--- config.mk ---
export PLATFORM = sky130hd
export DESIGN_NAME = nge_div
export DESIGN_NICKNAME = d
export VERILOG_FILES = /design/src/hdl/nge_pkg.sv /design/src/hdl/nge_div.sv
export SDC_FILE = /design/constraint.sdc
export NUM_CORES = 2
export LEC_CHECK = 0
export BUFFER_PORTS_ARGS = -buffer_cell sky130_fd_sc_hd__buf_2
export CAP_MARGIN = 30
export CORE_ASPECT_RATIO = 0.9
export CORE_UTILIZATION = 55
export CTS_CLUSTER_SIZE = 10
export DETAILED_ROUTE_END_ITERATION = 7
export PLACE_DENSITY = 0.73
export SLEW_MARGIN = 20
export SYNTH_ARGS = -nofsm -noshare
export SYNTH_HDL_FRONTEND = slang
export SYNTH_SLANG_ARGS = --single-unit
--- constraint.sdc ---
create_clock -name i_clk -period 6.35 [get_ports i_clk]
set_clock_uncertainty 0.15 [all_clocks]
set_input_delay 1.5875 -clock i_clk [delete_from_list [all_inputs] [get_ports i_clk]]
set_output_delay 1.5875 -clock i_clk [all_outputs]
set_load 0.1 [all_outputs]
--- src/hdl/nge_pkg.sv ---
// Package for the nearest gear estimator: payload structs, widths, register map.
// Used by nge_div, nearest_gear_estimator and nge_checker.
package nge_pkg;

    // Field widths
    localparam int RPM_W    = 15;
    localparam int SPEED_W  = 16;
    localparam int CIRC_W   = 13;
    localparam int FD_W     = 16;
    localparam int CNT_W    = 4;
    localparam int WORD_W   = 64;
    localparam int GEAR_W   = 4;
    localparam int RATIO_W  = 16;

    // Ratio arithmetic: num = rpm*circ*6*2^24, den = 1000*speed*fd
    localparam int PROD_W   = RPM_W + CIRC_W;          // rpm*circ
    localparam int SFD_W    = SPEED_W + FD_W;          // speed*fd
    localparam int SCALE_SH = 24;
    localparam int NUM_W    = PROD_W + 3 + SCALE_SH;   // *6 adds 3 bits
    localparam int DEN_W    = SFD_W + 10;              // *1000 adds 10 bits
    localparam int Q_W      = RATIO_W;

    // Accept edge to result-accept edge
    localparam int LATENCY  = 21;

    localparam logic [RATIO_W-1:0] NO_MATCH = '1;

    // Register map (index = paddr / 8)
    localparam int PADDR_W = 6;
    localparam int PDATA_W = 64;
    localparam int IDX_W   = 3;
    localparam logic [IDX_W-1:0] REG_CIRC     = 3'd0;
    localparam logic [IDX_W-1:0] REG_FD       = 3'd1;
    localparam logic [IDX_W-1:0] REG_COUNT    = 3'd2;
    localparam logic [IDX_W-1:0] REG_GEARS_LO = 3'd3;
    localparam logic [IDX_W-1:0] REG_GEARS_HI = 3'd4;

    // Reset values
    localparam logic [CIRC_W-1:0] CIRC_RST  = 13'd2000;
    localparam logic [FD_W-1:0]   FD_RST    = 16'd16384;
    localparam logic [CNT_W-1:0]  COUNT_RST = 4'd0;

    typedef struct packed {
        logic [RPM_W-1:0]   engine_rpm;
        logic [SPEED_W-1:0] vehicle_speed;
    } t_in_item;

    typedef struct packed {
        logic [GEAR_W-1:0]  gear;
        logic [RATIO_W-1:0] ratio_difference;
        logic [RATIO_W-1:0] computed_ratio;
    } t_out_item;

    // Control that travels alongside the divider data
    typedef struct packed {
        logic valid;
        logic zero_speed;
    } t_div_ctl;

endpackage

--- src/hdl/nge_div.sv ---
// Pipelined restoring divider with saturation at 2^16-1, one quotient bit per stage.
// Depends on nge_pkg.
module nge_div (
    input  logic                       i_clk,
    input  logic                       i_rst_n,
    input  nge_pkg::t_div_ctl          i_ctl,
    input  logic [nge_pkg::NUM_W-1:0]  i_num,
    input  logic [nge_pkg::DEN_W-1:0]  i_den,
    output nge_pkg::t_div_ctl          o_ctl,
    output logic [nge_pkg::Q_W-1:0]    o_quo
);

    localparam int NUM_W = nge_pkg::NUM_W;
    localparam int DEN_W = nge_pkg::DEN_W;
    localparam int Q_W   = nge_pkg::Q_W;
    localparam int CMP_W = DEN_W + Q_W;

    nge_pkg::t_div_ctl r_ctl [0:Q_W];
    logic [NUM_W-1:0]  r_rem [0:Q_W-1];
    logic [DEN_W-1:0]  r_den [0:Q_W-1];
    logic              r_sat [0:Q_W];
    logic [Q_W-1:0]    r_quo [1:Q_W];

    // Stage 0: overflow check, quotient saturates when den is zero or num >= den * 2^16
    always_ff @(posedge i_clk) begin
        if (!i_rst_n) begin
            r_ctl[0] <= '0;
        end else begin
            r_ctl[0] <= i_ctl;
        end
    end

    always_ff @(posedge i_clk) begin
        r_rem[0] <= i_num;
        r_den[0] <= i_den;
        r_sat[0] <= (i_den == '0) || (CMP_W'(i_num) >= {i_den, {Q_W{1'b0}}});
    end

    // Stages 1..Q_W: one compare-subtract each, MSB of the quotient first
    for (genvar g = 0; g < Q_W; g++) begin : g_step
        logic [CMP_W-1:0] w_sub;
        logic [CMP_W-1:0] w_diff;
        logic             w_ge;

        assign w_sub  = CMP_W'(r_den[g]) << (Q_W - 1 - g);
        assign w_ge   = CMP_W'(r_rem[g]) >= w_sub;
        assign w_diff = CMP_W'(r_rem[g]) - w_sub;

        always_ff @(posedge i_clk) begin
            if (!i_rst_n) begin
                r_ctl[g+1] <= '0;
            end else begin
                r_ctl[g+1] <= r_ctl[g];
            end
        end

        always_ff @(posedge i_clk) begin
            r_sat[g+1] <= r_sat[g];
        end

        if (g == 0) begin : g_first
            always_ff @(posedge i_clk) begin
                r_quo[1] <= {{(Q_W-1){1'b0}}, w_ge};
            end
        end else begin : g_rest
            always_ff @(posedge i_clk) begin
                r_quo[g+1] <= {r_quo[g][Q_W-2:0], w_ge};
            end
        end

        // final remainder is not needed
        if (g < Q_W - 1) begin : g_rem
            always_ff @(posedge i_clk) begin
                r_rem[g+1] <= w_ge ? w_diff[NUM_W-1:0] : r_rem[g];
                r_den[g+1] <= r_den[g];
            end
        end
    end

    assign o_ctl = r_ctl[Q_W];
    assign o_quo = r_sat[Q_W] ? {Q_W{1'b1}} : r_quo[Q_W];

endmodule

==> flow_summary.yaml <==
synthesis:
  synthFlopType: "dfxtp_1"
  syn-instance-count: 9366
  synth_area_um2: 82790
  yosys.area.top_type: "dfxtp_1"
  yosysSeqAreaShare_pct: 42.05
  synth_edf_count: 0
  synthTopCellsByArea: "dfxtp_1 (42%), ha_1 (11%), a21oi_1 (5.0%)"
  synth_top_family_by_area: "compound AO/OA/AOI/OAI gates"
  synth_top_cell_area_share_pct: 42.05
  avgSynthCellArea_um2: 8.840
  ys_warn_count: 0
  synth-xor-area-share_pct: 6.739
  synth_compound_area_share_pct: 19.59
  muxShareOfSynthArea_pct: 1.460
  ys_ff_latch: 1739
  synth_fa_ha_area_share_pct: 11.06
  synth_cell_types: 110
  async_flop_share_pct: 0
  synth_fp_nets: 10190
  synth-simple-area-share_pct: 13.38
cts:
  hold_buffers: 0
  h-tree-depth: 4
  clk-insertion-delay-late_ps: 830
  path_clk_slew_ps: 50
  cts_sinks: 1739
  cts_resized: 0
  cts_buffers: 197
  clockRootBuffer: "clkbuf_16"
  cts_tree: "yes"
  cts_setup_buffers: 0
  clock_path_buffers: 3
timing:
  tightestPinTransition_ps: 1099
  fin_tns_setup_ps: 0
  fmax_ghz: 0.2083
  fin_crit_sh_pct: 75.59
  finalSetupViolCount: 0
  rsz0062_at_grt: "false"
  worst_slack_ps: 1550
  layout_min_cycle_time_ps: 4800
  slew_violations: 0
  slew_headroom_pct: 24.84
  hold_viol: 0
power_and_ir_drop:
  p_leak_nw: 41.65
  ir_drop_uv: 318.5
  power_density_nw_per_um2: 533.1
floorplan:
  die_y_um: 370.1
  die_x_um: 411.0
  rows: 134
  pin_count: 119
  dieArea_um2: 152100
  fp.coreArea_um2: 148900
  initial_core_util_pct: 55.61
placement:
  port-buffer-count: 118
  dp_hpwl_mm: 174.4
  preCtsSetupSlack_ps: 1218
  gp_congestion: 1.021
drt:
  wl_per_cell_um: 19.03
  dr.pass1.iters: 6
  drc: 0
  dr_total_vias: 64854
  ant_nets: 0
  via_per_inst: 5.674
  wl_mm: 217.6
  drtIter0Drc: 3742
critical_path:
  endpoint_kind: "register"
  timing.setup.critical_path_class: "reg2reg"
  cp_cell_sequence: "inv_1 > ha_1 > and2_1 > and4_1 > nand4_1 > nor4_1 > buf_4 > a221o_1 > a211oi_1 > o31ai_1 > o22ai_4 > buf_4 > mux2_2"
  cp_slowest_cell: "nor4_1"
  cp_num_buf_inv: 3
  worstPathMaxFanout: 84
  rrSetupSlack_ps: 1550
  startpoint_type: "register"
  cp_top_family: "simple AND/OR/NAND/NOR gates"
  required_ps: 6900
  cp.arrival_ps: 5350
  critPathMaxStageDelay_ps: 1050
  critPathMostFrequentCell: "buf_4"
layout:
  seqCellArea_um2: 34810
  syn2layout_area_growth_pct: 9.377
  final_nets: 10234
  drive_above_1_share_pct: 6.524
  nFillCells: 12680
  multi_input_area_um2: 43380
flow_run:
  drv_cap: 0
grt:
  grt_pass1_vias: 65417
  track_usage_pct: 28.13
  grt_overflow: 0
  antenna_found_initial: 5
  grt_pass1_wl_mm: 341.5
  grt_max_degree: 87
worst_hold_path:
  min_path_type: "reg2reg"
status:
  status: "completed"
## Yosys cell counts, types with 142 or more instances
master and n:
inv_1 889, o21ai_0 748, nand2_1 839, xnor2_1 351, xor2_1 286, nor2_1 488
nand4_1 176, nand3_1 142, dfxtp_1 1739, a21oi_1 820, a21o_1 412, clkbuf_1 241
ha_1 708
## where the power goes
part           switching, mW  internal (mW)
Combinational           13.3           9.35
Sequential              1.70           13.9
Clock                   4.25           5.79
Total                   19.3           29.0
## layout make-up
class | count | share of cell area (%)
Antenna cell | 2 | 0.005527
Sequential cell | 1739 | 38.44
Inverter | 890 | 3.689
Multi-Input combinational cell | 6416 | 47.91
Clock buffer | 229 | 5.745
Tap cell | 1972 | 2.725
Timing Repair Buffer | 166 | 1.151
Clock inverter | 17 | 0.3330
## registers in the layout, summed over array words and instances, names as in the netlist
| register | flops |
|---|---|
| r_ctl | 34 |
| r_quo | 136 |
| r_rem | 880 |
| r_den | 672 |
| r_sat | 17 |
## final timing paths
check / depth (start not counted) / start / to
setup / recovery: 13 / r_den[1][40] / r_rem[0][193]
hold / removal: 0 / r_quo[0][231] / r_quo[0][248]
hold reg to reg: 0 / r_quo[0][231] / r_quo[0][248]
setup reg to reg: 13 / r_den[1][40] / r_rem[0][193]
## cell families after synthesis
logic type / Yosys count
xor gates and xnor gates: 637
buffers and inverters: 1211
AOI/OAI and AO/OA: 2637
and+or+nand+nor: 2311
muxes: 108
DFF: 1739
adders and majority gates: 723
## cell usage in the layout (no fill, tap or decap), types with 36 or more instances in the layout
cell	instances
nor4_1	81
clkbuf_16	199
inv_1	889
o211ai_1	36
nor2b_1	77
or3_1	40
xnor2_1	351
nand4_1	176
or2_2	37
a31oi_1	76
dfxtp_1	1739
buf_2	120
nand3_1	141
a21o_1	412
nor3_1	102
o21ai_0	748
mux2_2	101
a211oi_1	54
nand2b_1	75
o31ai_1	38
a21oi_1	817
ha_1	708
and3_1	77
buf_4	37
nor2_1	487
o21a_1	72
xor2_1	286
and2_1	69
nand2_1	839
o21bai_1	97
## through the flow
step | util, % | instance area [µm²] | power, mW | hold WS [ps] | cells
floorplan | - | 82790 | 32.46 | 159.6 | 9366
global placement | 57.09 | 84990 | 37.74 | 159.5 | 11178
detailed placement | 57.11 | 85030 | 38.10 | 162.1 | 11182
CTS | 60.81 | 90530 | 48.27 | 172.0 | 11428
global route | 60.82 | 90550 | 51.68 | 173.6 | 11429
finish | 60.82 | 90560 | 48.27 | 171.6 | 11431
## routing by layer
layer / up-vias / part of all wire (%) / track usage [%]
li1: 32509 / - / -
met1: 29968 / 37 / 28.10
met2: 1746 / 51 / 53.50
met3: 631 / 3.3 / 3.380
met4: 0 / 7.9 / 20.30
met5: - / 0 / 0
Note: power is estimated with default switching activity, not from simulation.
